**src/rtl/core/brle_pkg.sv**
```systemverilog
// Shared types and constants for the byte RLE run decoder.
// No dependencies; compiled before the interfaces and modules.
package brle_pkg;

  localparam int BYTE_W   = 8;
  localparam int COUNT_W  = 7;
  localparam int LENGTH_W = 16;

  // Header byte fields
  localparam int           RUN_FLAG_BIT = 7;
  localparam logic [7:0]   COUNT_MASK   = 8'h7f;
  localparam logic [7:0]   RUN_FLAG     = 8'h80;

  typedef enum logic [4:0] {
    PH_LEN_LO  = 5'b00001,
    PH_LEN_HI  = 5'b00010,
    PH_HEADER  = 5'b00100,
    PH_RUNVAL  = 5'b01000,
    PH_LITERAL = 5'b10000
  } phase_t;

  typedef struct packed {
    phase_t               phase;
    logic [BYTE_W-1:0]    length_low;
    logic [LENGTH_W-1:0]  bytes_left;
    logic [COUNT_W-1:0]   run_left;
  } dec_state_t;

  typedef struct packed {
    logic                 valid;
    logic [BYTE_W-1:0]    value;
    logic [COUNT_W-1:0]   repeat_count;
    logic                 seg_end;
  } dec_result_t;

endpackage

```
**src/rtl/core/brle_in_if.sv**
```systemverilog
// Input channel of the byte RLE run decoder: one compressed byte per transaction.
// Depends on brle_pkg.
interface brle_in_if;
  import brle_pkg::*;

  logic              valid;
  logic              ready;
  logic [BYTE_W-1:0] in_byte;

  modport source (output valid, output in_byte, input ready);
  modport sink   (input valid, input in_byte, output ready);
endinterface

```
**src/rtl/core/brle_out_if.sv**
```systemverilog
// Output channel of the byte RLE run decoder: one (value, repeat, end) result
// per transaction. Depends on brle_pkg.
interface brle_out_if;
  import brle_pkg::*;

  logic               valid;
  logic               ready;
  logic [BYTE_W-1:0]  out_value;
  logic [COUNT_W-1:0] out_repeat;
  logic               seg_end;

  modport source (output valid, output out_value, output out_repeat, output seg_end,
                  input ready);
  modport sink   (input valid, input out_value, input out_repeat, input seg_end,
                  output ready);
endinterface

```
**src/rtl/core/brle_step.sv**
```systemverilog
// Next-state and result logic for one compressed byte of the RLE decoder.
// Purely combinational; depends on brle_pkg.
module brle_step (
  input  brle_pkg::dec_state_t        cur,
  input  logic [brle_pkg::BYTE_W-1:0] in_byte,
  output brle_pkg::dec_state_t        nxt,
  output brle_pkg::dec_result_t       res
);
  import brle_pkg::*;

  logic [LENGTH_W-1:0] bytes_dec;
  logic [LENGTH_W-1:0] length_full;
  logic [COUNT_W-1:0]  count;
  logic [COUNT_W-1:0]  run_dec;
  logic                dec_done;

  // Count coded bytes down, holding at zero once the length is met
  assign bytes_dec   = (cur.bytes_left != '0) ? cur.bytes_left - LENGTH_W'(1) : '0;
  assign dec_done    = (bytes_dec == '0);
  assign length_full = {in_byte, cur.length_low};
  assign count       = COUNT_W'(in_byte & COUNT_MASK);
  assign run_dec     = cur.run_left - COUNT_W'(1);

  always_comb begin
    nxt = cur;
    res = '0;
    unique case (cur.phase)
      PH_LEN_HI: begin
        nxt.bytes_left = length_full;
        nxt.phase      = PH_HEADER;
        // Zero length ends the segment at once
        if (length_full == '0) begin
          nxt.phase   = PH_LEN_LO;
          res.valid   = 1'b1;
          res.seg_end = 1'b1;
        end
      end
      PH_HEADER: begin
        nxt.bytes_left = bytes_dec;
        nxt.run_left   = count;
        if ((in_byte & RUN_FLAG) != '0) begin
          nxt.phase = PH_RUNVAL;
        end else if (count != '0) begin
          nxt.phase = PH_LITERAL;
        end else if (dec_done) begin
          // Empty literal header at the length: end-only result
          nxt.phase   = PH_LEN_LO;
          res.valid   = 1'b1;
          res.seg_end = 1'b1;
        end
      end
      PH_RUNVAL: begin
        nxt.bytes_left = bytes_dec;
        nxt.phase      = dec_done ? PH_LEN_LO : PH_HEADER;
        if (cur.run_left != '0) begin
          res.valid        = 1'b1;
          res.value        = in_byte;
          res.repeat_count = cur.run_left;
          res.seg_end      = dec_done;
          nxt.run_left     = '0;
        end else if (dec_done) begin
          res.valid   = 1'b1;
          res.seg_end = 1'b1;
        end
      end
      PH_LITERAL: begin
        nxt.bytes_left   = bytes_dec;
        nxt.run_left     = run_dec;
        res.valid        = 1'b1;
        res.value        = in_byte;
        res.repeat_count = COUNT_W'(1);
        // Last literal of the group: header due, check the length
        if (run_dec == '0) begin
          nxt.phase   = dec_done ? PH_LEN_LO : PH_HEADER;
          res.seg_end = dec_done;
        end
      end
      default: begin
        // Length low byte; unused codes land here too
        nxt.length_low = in_byte;
        nxt.phase      = PH_LEN_HI;
      end
    endcase
  end

endmodule

```
**src/rtl/core/byte_rle_run_decoder_core.sv**
```systemverilog
// Top level of the byte RLE run decoder: state registers, result register
// and handshakes. Depends on brle_pkg, brle_in_if, brle_out_if, brle_step.
//
// Usage:
//   in_ch carries one compressed byte per transaction: a segment is the
//   16-bit length (low byte first) followed by header and data bytes.
//   out_ch carries (out_value, out_repeat, seg_end) results. A run with a nonzero
//   count yields one result with the full repeat count, each literal byte yields one result
//   with repeat 1, and the segment end is flagged on the last result (or on
//   an end-only result with value and repeat zero).
//   The result of an accepted byte is registered in the result register and
//   shows on out_ch in the next cycle. Throughput: one byte per cycle while
//   out_ch does not stall, set by the single decode step between the state registers and the result register.
//   Stall: the result register holds while out_ch.ready is low; in_ch.ready
//   stays high as long as the result register is empty or being drained,
//   so bytes that give no result keep flowing only when no result waits.
//   Reset (rst, synchronous): the decoder waits for a length low byte and
//   the result register is empty.
module byte_rle_run_decoder_core (
  input  logic       clk,
  input  logic       rst,
  brle_in_if.sink    in_ch,
  brle_out_if.source out_ch
);
  import brle_pkg::*;

  dec_state_t  state;
  dec_state_t  state_next;
  dec_result_t step_res;
  logic        out_valid;
  logic        in_take;

  brle_step u_step (
    .cur     (state),
    .in_byte (in_ch.in_byte),
    .nxt     (state_next),
    .res     (step_res)
  );

  // Accept when the result register is free or drains this cycle
  assign in_ch.ready = !out_valid || out_ch.ready;
  assign in_take     = in_ch.valid && in_ch.ready;

  // Advance decoder state on each accepted transaction
  always_ff @(posedge clk) begin
    if (rst) begin
      state.phase      <= PH_LEN_LO;
      state.length_low <= '0;
      state.bytes_left <= '0;
      state.run_left   <= '0;
    end else if (in_take) begin
      state <= state_next;
    end
  end

  // Result register valid: load on a result, drop when taken
  always_ff @(posedge clk) begin
    if (rst) begin
      out_valid <= 1'b0;
    end else if (in_take) begin
      out_valid <= step_res.valid;
    end else if (out_ch.ready) begin
      out_valid <= 1'b0;
    end
  end

  // Result payload: hold while stalled
  always_ff @(posedge clk) begin
    if (in_take && step_res.valid) begin
      out_ch.out_value  <= step_res.value;
      out_ch.out_repeat <= step_res.repeat_count;
      out_ch.seg_end    <= step_res.seg_end;
    end
  end

  assign out_ch.valid = out_valid;

endmodule

```
**src/flat_wrapper.sv**
```systemverilog
// flat-port wrapper written by rule: the top's interface ports become plain ports
module byte_rle_run_decoder_core_flat import brle_pkg::*;
  (clk, rst, in_ch_valid, in_ch_in_byte, in_ch_ready, out_ch_valid, out_ch_out_value, out_ch_out_repeat, out_ch_seg_end, out_ch_ready);
  brle_in_if in_ch_i ();
  brle_out_if out_ch_i ();
  input  logic clk;
  input  logic rst;
  input wire logic [$bits(in_ch_i.valid)-1:0] in_ch_valid;
  input wire logic [$bits(in_ch_i.in_byte)-1:0] in_ch_in_byte;
  output wire logic [$bits(in_ch_i.ready)-1:0] in_ch_ready;
  output wire logic [$bits(out_ch_i.valid)-1:0] out_ch_valid;
  output wire logic [$bits(out_ch_i.out_value)-1:0] out_ch_out_value;
  output wire logic [$bits(out_ch_i.out_repeat)-1:0] out_ch_out_repeat;
  output wire logic [$bits(out_ch_i.seg_end)-1:0] out_ch_seg_end;
  input wire logic [$bits(out_ch_i.ready)-1:0] out_ch_ready;
  assign in_ch_i.valid = in_ch_valid;
  assign in_ch_i.in_byte = in_ch_in_byte;
  assign in_ch_ready = in_ch_i.ready;
  assign out_ch_valid = out_ch_i.valid;
  assign out_ch_out_value = out_ch_i.out_value;
  assign out_ch_out_repeat = out_ch_i.out_repeat;
  assign out_ch_seg_end = out_ch_i.seg_end;
  assign out_ch_i.ready = out_ch_ready;
  byte_rle_run_decoder_core u_core (.clk(clk), .rst(rst), .in_ch(in_ch_i), .out_ch(out_ch_i));
endmodule
```
**config.mk**
```make
export PLATFORM = sky130hd
export DESIGN_NAME = byte_rle_run_decoder_core_flat
export DESIGN_NICKNAME = d
export VERILOG_FILES = /design/src/rtl/core/brle_pkg.sv /design/src/rtl/core/brle_in_if.sv /design/src/rtl/core/brle_out_if.sv /design/src/rtl/core/brle_step.sv /design/src/rtl/core/byte_rle_run_decoder_core.sv /design/src/flat_wrapper.sv
export SDC_FILE = /design/constraint.sdc
export NUM_CORES = 1
export LEC_CHECK = 0
export ABC_AREA = 1
export BUFFER_PORTS_ARGS = -buffer_cell sky130_fd_sc_hd__buf_2
export CAP_MARGIN = 30
export CORE_UTILIZATION = 40
export CTS_BUF_LIST = sky130_fd_sc_hd__clkbuf_4 sky130_fd_sc_hd__clkbuf_8
export CTS_CLUSTER_SIZE = 20
export DETAILED_ROUTE_END_ITERATION = 7
export PLACE_DENSITY = 0.65
export SLEW_MARGIN = 30
export SYNTH_ARGS = -nofsm -noshare
export SYNTH_HDL_FRONTEND = slang
export SYNTH_SLANG_ARGS = --single-unit
export TNS_END_PERCENT = 100
```
**constraint.sdc**
```tcl
create_clock -name clk -period 6.9 [get_ports clk]
set_input_delay 0.345 -clock clk [delete_from_list [all_inputs] [get_ports clk]]
set_output_delay 0.345 -clock clk [all_outputs]
set_load 0.02 [all_outputs]
```
==> impl_metrics.sql, run 1 <==
INSERT INTO impl_metrics (metric_group, metric, value, unit) VALUES
('critical_path', 'path_cells', 'nor2_2, nand2_1, nor3_4, nor2_4, inv_4, nor2_8, inv_4, o21ai_4, inv_2, o21ai_1, inv_1', ''),
('detailed_routing', 'detailroute.via_count', '2836', ''),
('flow_run', 'drv_cap', '0', ''),
('critical_path', 'destination_of_the_worst_register_to_register_timing_path', 'u_core.out_ch.seg_end', ''),
('critical_path', 'critPathMaxStageDelay', '0.51', 'ns'),
('timing', 'final.period_utilization', '0.418', ''),
('detailed_routing', 'drcViolationCount', '0', ''),
('clocking', 'clk_latency', '0.31', 'ns'),
('detailed_routing', 'wl_met3', '405', 'um'),
('timing', 'max_freq', '347', 'MHz'),
('synth', 'synthesized_instance_count', '411', ''),
('global_routing', 'grt_pass1_wl', '12100', 'um'),
('critical_path', 'regToRegSetupSlack', '4.01', 'ns'),
('critical_path', 'timing.rr.start', 'u_core.state[31]', ''),
('timing', 'setup_viol', '0', ''),
('global_routing', 'grt_pass1_vias', '2510', ''),
('floorplan', 'initial_core_util', '0.420', ''),
('global_routing', 'grt_start_max_net_pins', '29', ''),
('synth', 'yosys-top-cells-area', 'dfxtp_1 (24%), edfxtp_1 (16%), nand2_1 (8.8%)', ''),
('placement', 'dp_hpwl', '5550', 'um'),
('critical_path', 'path_class', 'reg2reg', ''),
('placement', 'port_buffers', '29', ''),
('timing', 'worst-slew-pin-transition', '0.786', 'ns'),
('clocking', 'cts.path.max_buffers', '2', ''),
('detailed_routing', 'routed_wirelength', '7460', 'um'),
('detailed_routing', 'final_antenna_net_count', '0', ''),
('detailed_routing', 'routedWlPerCell', '13.9', 'um'),
('synth', 'syn_area_per_cell', '7.50', 'um^2'),
('status', 'status', 'finished clean', ''),
('timing', 'post-route-min-period', '2.89', 'ns'),
('synth', 'mappedNetlistNets', '426', ''),
('detailed_routing', 'dr.first_iter.drc_count', '350', ''),
('detailed_routing', 'top_signal_layer_used', 'met4', ''),
('floorplan', 'chipHeight', '89.8', 'um'),
('synth', 'synth_seq_area_share', '0.396', ''),
('pwr', 'power', '0.689', 'mW'),
('synth', 'synth_warnings', '0', ''),
('clocking', 'cts_hold_repair.buffers', '0', ''),
('hold_path', 'hold_depth', '3', ''),
('timing', 'finalClockSkew', '0.00653', 'ns'),
('floorplan', 'ioPinCount', '30', ''),
('timing', 'final_max_slew_viol_count', '0', ''),
('final_layout', 'design_area', '3380', 'um^2'),
('final_layout', 'antenna_cells_inserted', '0', ''),
('final_layout', 'area.growth.synth_to_final', '9.83', '%'),
('detailed_routing', 'post_drt_via_cell_ratio', '5.28', ''),
('synth', 'yosysTopAreaCellShare', '0.240', ''),
('clocking', 'cts_inserted_buffers', '5', ''),
('detailed_routing', 'wirelength_met1', '3590', 'um'),
('final_layout', 'final.fill_count', '744', ''),
('hold_path', 'hold_class', 'in2reg', ''),
('detailed_routing', 'drt_pass1_iterations', '5', ''),
('floorplan', 'fp-row-count', '31', ''),
('synth', 'synth_enable_flop_cells', '16', ''),
('critical_path', 'timing.critical_path.mode_cell', 'inv_4', ''),
('final_layout', 'number_of_nets_in_the_finished_design', '452', ''),
('timing', 'setup_tns', '0', 'ns'),
('timing', 'number_of_hold_violations_in_the_final_report', '0', ''),
('detailed_routing', 'detailroute.wirelength.met2', '3400', 'um'),
('critical_path', 'cp_data_required_time', '6.86', 'ns'),
('hold_path', 'min-delay-start', 'in_ch_in_byte[2]', ''),
('floorplan', 'core', '7330', 'um^2'),
('pwr', 'power_leakage', '1.39', 'nW'),
('global_routing', 'antenna_violations_before_repair', '0', ''),
('final_layout', 'seqCellArea', '1220', 'um^2'),
('synth', 'async_reset_ff_frac', '0', ''),
('placement', 'gp_congestion', '0.927', ''),
('critical_path', 'reg2reg_depth', '11', ''),
('floorplan', 'die_area', '8060', 'um^2'),
('critical_path', 'worst_path_max_delay_cell', 'inv_1', ''),
('placement', 'post_dp_cell_area', '3290', 'um^2');
cell families after synthesis:
family / share of synthesized area
AOI/OAI and AO/OA: 0.179
DFF: 0.396
and+or+nand+nor: 0.303
xor gates and xnor gates: 0.0171
buffers and inverters: 0.0922
adders and majority gates: 0.0122
synthesized netlist by cell type (3+ instances only):
library cell / count
nand3_2: 6
inv_1: 54
nor2_1: 52
nand3_1: 24
edfxtp_1: 16
nor2_2: 7
xor2_1: 6
ha_1: 3
a211oi_1: 3
o221a_1: 4
o21ai_0: 31
nand4_1: 8
a21oi_1: 35
nor3_1: 4
nand2_1: 72
o22ai_1: 6
clkbuf_1: 5
nor2_4: 6
dfxtp_1: 37
worst max-delay path: cells and delay by family, from the launching register on:
family | cells | cell delay (ns)
compound gates | 2 | 0.27
buf+inv | 4 | 1.15
simple gates | 5 | 0.75
flops | 1 | 0.34
sequential cells by signal, indices dropped and copies added (netlist names):
| register | flops |
|---|---|
| u_core.out_ch.out_repeat | 7 |
| u_core.out_ch.valid | 1 |
| u_core.out_ch.out_value | 8 |
| u_core.out_ch.seg_end | 1 |
| u_core.state | 36 |
routing by layer:
layer | vias to the layer above | track usage
li1 | 1421 | -
met4 | 0 | 0.0369
met3 | 8 | 0.0305
met1 | 1313 | 0.266
met5 | - | 0
met2 | 94 | 0.294
layout by cell type, fill, tap and decap left out, drive strengths merged, types with 8 or more instances in the layout:
cell type / n
nor2: 66
edfxtp: 16
o21ai: 35
a21oi: 36
inv: 59
buf: 29
nand3: 31
nand4: 8
nand2: 76
dfxtp: 37
report_power, final:
| part | total (mW) | switching (mW) | internal [mW] |
|---|---|---|---|
| clock network | 0.187 | 0.113 | 0.0740 |
| logic | 0.165 | 0.113 | 0.0517 |
| registers | 0.337 | 0.00883 | 0.328 |
| total | 0.689 | 0.235 | 0.454 |
stage by stage:
step	hold WS, ns	worst slack [ns]	utilization	instances
global placement	0.471	4.16	0.449	529
floorplan	0.423	4.55	-	411
global route	0.309	3.81	0.462	537
detailed placement	0.476	4.07	0.449	529
finish	0.306	4.01	0.462	537
CTS	0.299	4.04	0.462	537
layout make-up:
class                   instances  area share
flip-flops and latches         53       0.361
multi-input cells             290       0.466
well taps                      99      0.0366
inverters                      58      0.0658
clock inverters                 3     0.00777
clock buffers                   5      0.0203
repair buffers                 29      0.0429
worst max-delay path by stage:
stage | startpoint | end | cells past startpoint
2_1_floorplan | u_core.state[7] | u_core.out_ch.out_repeat[0] | 13
4_1_cts | u_core.state[31] | u_core.out_ch.out_value[0] | 11
3_5_place_dp | u_core.state[31] | u_core.out_ch.out_value[0] | 11
3_3_place_gp | u_core.state[31] | u_core.out_ch.out_value[0] | 11
6_report | u_core.state[31] | u_core.out_ch.seg_end | 11
5_1_grt | u_core.state[31] | u_core.out_ch.out_value[1] | 11
Note: power is estimated with default switching activity, not from simulation.
==> run 2, diff against run 1 <==
Settings changed: ABC_AREA 1 to 0, PLACE_DENSITY 0.65 to 0.67.
Clock period 6.9 ns to 2.4 ns, I/O delays scaled along.
==> run 2 against run 1 <==
Against the previous run: the run now ends with setup timing left; combinational power grew 100%; cell count down 1.9%; die area down 1.8%; utilization increased by 6.3 points; via count up 2.5%; global-route usage rose by 3.0 points; first-iteration DRC count is 66% lower; clock power rose to 2.8 times the previous value; flip-flop and latch count unchanged; wire length increased by 7.9%; largest power group unchanged; highest routed layer unchanged.
==> impl_metrics.sql, run 2 <==
INSERT INTO impl_metrics (metric_group, metric, value, unit) VALUES
('synth', 'synth.most_common_cell', 'nor2_1', ''),
('detailed_routing', 'drt_pass1_iterations', '5', ''),
('final_layout', 'drive_gt1_frac', '0.287', ''),
('clocking', 'cts.path.max_buffers', '2', ''),
('placement', 'gp_congestion', '0.946', ''),
('critical_path', 'path_cells', 'inv_2, ha_4, or4b_4, nor4_4, nand4_1, a221oi_2, nand4_2, a221o_1, or4b_1, a21oi_1', ''),
('floorplan', 'die_area', '7910', 'um^2'),
('hold_path', 'hold_class', 'in2reg', ''),
('synth', 'synth_seq_area_share', '0.404', ''),
('synth', 'async_reset_ff_frac', '0', ''),
('floorplan', 'ioPinCount', '30', ''),
('critical_path', 'timing.critical_path.fanout_max', '2', ''),
('critical_path', 'critical_path_arrival', '3.11', 'ns'),
('timing', 'relSlewSlack', '0.376', ''),
('global_routing', 'gr_ovfl_total', '0', ''),
('final_layout', 'max_flop_register', 'u_core.state', ''),
('final_layout', 'antenna_cells_inserted', '0', ''),
('floorplan', 'core', '7290', 'um^2'),
('detailed_routing', 'routedWlPerCell', '15.3', 'um'),
('synth', 'syn_area_per_cell', '8.30', 'um^2'),
('clocking', 'clk_latency', '0.31', 'ns'),
('synth', 'ys_types', '60', ''),
('floorplan', 'initial_core_util', '0.415', ''),
('clocking', 'cts_inserted_buffers', '5', ''),
('synth', 'synthesized_instance_count', '364', ''),
('critical_path', 'critPathBufInv', '1', ''),
('placement', 'dp_hpwl', '5790', 'um'),
('timing', 'worst-slew-pin-transition', '0.933', 'ns'),
('critical_path', 'path_class', 'reg2reg', ''),
('critical_path', 'critPathTopFamily', 'simple AND/OR/NAND/NOR gates', ''),
('timing', 'post-route-min-period', '2.87', 'ns'),
('timing', 'final.period_utilization', '1.20', ''),
('final_layout', 'reg_top3', 'u_core.state: 36 flops, u_core.out_ch.out_value: 8 flops, u_core.out_ch.out_repeat: 7 flops', ''),
('final_layout', 'design_area', '3830', 'um^2'),
('clocking', 'clock_tree.htree_level_count', '2', ''),
('placement', 'post_dp_cell_area', '3640', 'um^2'),
('critical_path', 'startpoint', 'u_core.state[7]', ''),
('final_layout', 'most-common-layout-cells', 'nor2_1 (53), buf_4 (45), dfxtp_1 (35)', ''),
('synth', 'synthDominantAreaCellType', 'dfxtp_1', ''),
('clocking', 'cts_tree', 'yes', ''),
('pwr', 'power.density_cell_area', '476', 'nW/um^2'),
('global_routing', 'global_route_total_usage_across_every_layer', '0.216', ''),
('timing', 'final_max_slew_viol_count', '0', ''),
('timing', 'finalClockSkew', '0.00895', 'ns'),
('floorplan', 'die_width', '88.9', 'um'),
('clocking', 'ctsRootBufferMaster', 'clkbuf_8', ''),
('synth', 'ys_ff_latch', '53', ''),
('synth', 'synth_enable_flop_cells', '16', ''),
('global_routing', 'grt_start_max_net_pins', '38', ''),
('timing', 'setup_viol', '22', ''),
('synth', 'synthesized_cell_area', '3020', 'um^2'),
('global_routing', 'grt_pass1_wl', '13100', 'um'),
('synth', 'synth_flop_cell', 'dfxtp_1', ''),
('critical_path', 'critPathMaxStageDelay', '0.48', 'ns'),
('final_layout', 'most_common_cell_after_layout_fill_and_taps_aside', 'nor2_1', ''),
('clocking', 'cts_sinks', '53', ''),
('critical_path', 'timing.rr.start', 'u_core.state[7]', ''),
('final_layout', 'largest_reg_flops', '36', ''),
('critical_path', 'worst_path_max_delay_cell', 'or4b_1', ''),
('global_routing', 'grt_pass1_vias', '2710', ''),
('status', 'status', 'complete, but fails checks', ''),
('placement', 'pre_cts_slack', '-0.437', 'ns'),
('detailed_routing', 'post_drt_via_cell_ratio', '5.51', ''),
('clocking', 'clkTransAtPathRegs', '0.10', 'ns'),
('timing', 'number_of_hold_violations_in_the_final_report', '0', ''),
('hold_path', 'min-delay-start', 'out_ch_ready', ''),
('final_layout', 'final.fill_count', '701', ''),
('synth', 'yosys-top-cells-area', 'dfxtp_1 (25%), edfxtp_1 (16%), nor2_1 (6.6%)', ''),
('placement', 'port_buffers', '29', ''),
('detailed_routing', 'routed_wirelength', '8050', 'um'),
('synth', 'yosysTopAreaCellShare', '0.245', ''),
('timing', 'setup_tns', '-8.75', 'ns'),
('synth', 'netlist_top_cells_count', 'nor2_1 (53), dfxtp_1 (37), a21oi_1 (33)', ''),
('detailed_routing', 'dr.first_iter.drc_count', '119', ''),
('final_layout', 'final_util', '0.525', ''),
('flow_run', 'drv_cap', '0', ''),
('detailed_routing', 'detailroute.via_count', '2906', ''),
('timing', 'max_freq', '349', 'MHz'),
('synth', 'mappedNetlistNets', '379', ''),
('timing', 'postLayoutSetupSlackWorst', '-0.468', 'ns'),
('final_layout', 'number_of_nets_in_the_finished_design', '442', ''),
('status', 'failed_checks', 'setup timing', ''),
('timing', 'rsz_0062_raised_after_global_routing', 'true', ''),
('pwr', 'irDropWorstVdd', '250', 'uV'),
('critical_path', 'timing.critical_path.to_type', 'flop', ''),
('floorplan', 'fp-row-count', '31', ''),
('timing', 'hold_ws', '0.135', 'ns'),
('final_layout', 'area.growth.synth_to_final', '26.6', '%'),
('floorplan', 'chipHeight', '88.9', 'um'),
('global_routing', 'antenna_violations_before_repair', '0', ''),
('detailed_routing', 'final_antenna_net_count', '0', ''),
('synth', 'synth_warnings', '0', ''),
('critical_path', 'cp_data_required_time', '2.64', 'ns'),
('detailed_routing', 'drcViolationCount', '0', ''),
('pwr', 'power_leakage', '1.48', 'nW'),
('critical_path', 'startpoint_kind_of_the_worst_setup_timing_path', 'flop', '');
[run 2: changes by cell type after synthesis, moves of 8 or more]
cell      delta
inv_1       -43
nand2_1     -41
nor3_1       +9
mux2i_1     +10
and2_1      +11
nor4_1       +8
nand3_1     -19
clkbuf_1    +13
[run 2: per-layer routing]
layer | vias up | part of all wire | GRT usage
met5 | - | 0 | 0
met4 | 0 | 0.012 | 0.0519
met3 | 10 | 0.053 | 0.0369
met2 | 82 | 0.49 | 0.388
met1 | 1379 | 0.44 | 0.270
li1 | 1435 | - | -
[run 2: metrics by stage]
stage / instances / total power [mW]
floorplan: 364 / 1.17
global placement: 518 / 1.28
detailed placement: 518 / 1.29
CTS: 527 / 1.82
global route: 527 / 1.90
finish: 527 / 1.82
[run 2: power breakdown]
part | total (mW) | switching [mW] | leakage [nW] | internal [mW]
Clock | 0.531 | 0.320 | 0.0447 | 0.211
Sequential | 0.951 | 0.0170 | 0.439 | 0.934
Combinational | 0.338 | 0.174 | 0.997 | 0.163
Total | 1.82 | 0.511 | 1.48 | 1.31
[run 2: cell type report]
type,count,area [um^2],share of cell area
multi-input combinational,276,1770,0.462
inverter,11,41.3,0.0108
clock inverter,3,25.0,0.00654
clock buffer,5,68.8,0.0180
tap,99,124,0.0324
sequential,53,1220,0.320
timing repair buffer,80,577,0.151
[run 2: worst paths after layout]
| check | endpoint | slack (ns) | depth (start not counted) |
|---|---|---|---|
| max | u_core.state[35] | -0.47 | 10 |
| min | u_core.out_ch.valid | 0.13 | 3 |
| max reg2reg | u_core.state[35] | -0.47 | 10 |
| min reg2reg | u_core.state[33] | 0.51 | 2 |
[run 2: kinds of logic (layout without fill, tap and decap cells)]
kind of cell    count (synthesis)  in the layout  share of synthesized area
simple gates                  165            165                      0.290
buf+inv                        35             99                     0.0497
xor+xnor                        6              6                     0.0174
flops                          53             53                      0.404
compound gates                 92             92                      0.193
mux                            10             10                     0.0331
fa+ha+maj                       3              3                     0.0124
[run 2: worst min-delay path, stage by stage]
cell,delay [ns]
buf_2,0.07
nor2b_1,0.04
o21ba_1,0.17
[run 2: what timing repair did]
item | in CTS | in global routing
hold buffers | 0 | 0
endpoints found under the hold margin | 0 | 0
buffers inserted | 1 | 0
endpoints found under the setup margin | 22 | 24
pin swaps | 3 | 1
resized for setup | 12 | 9
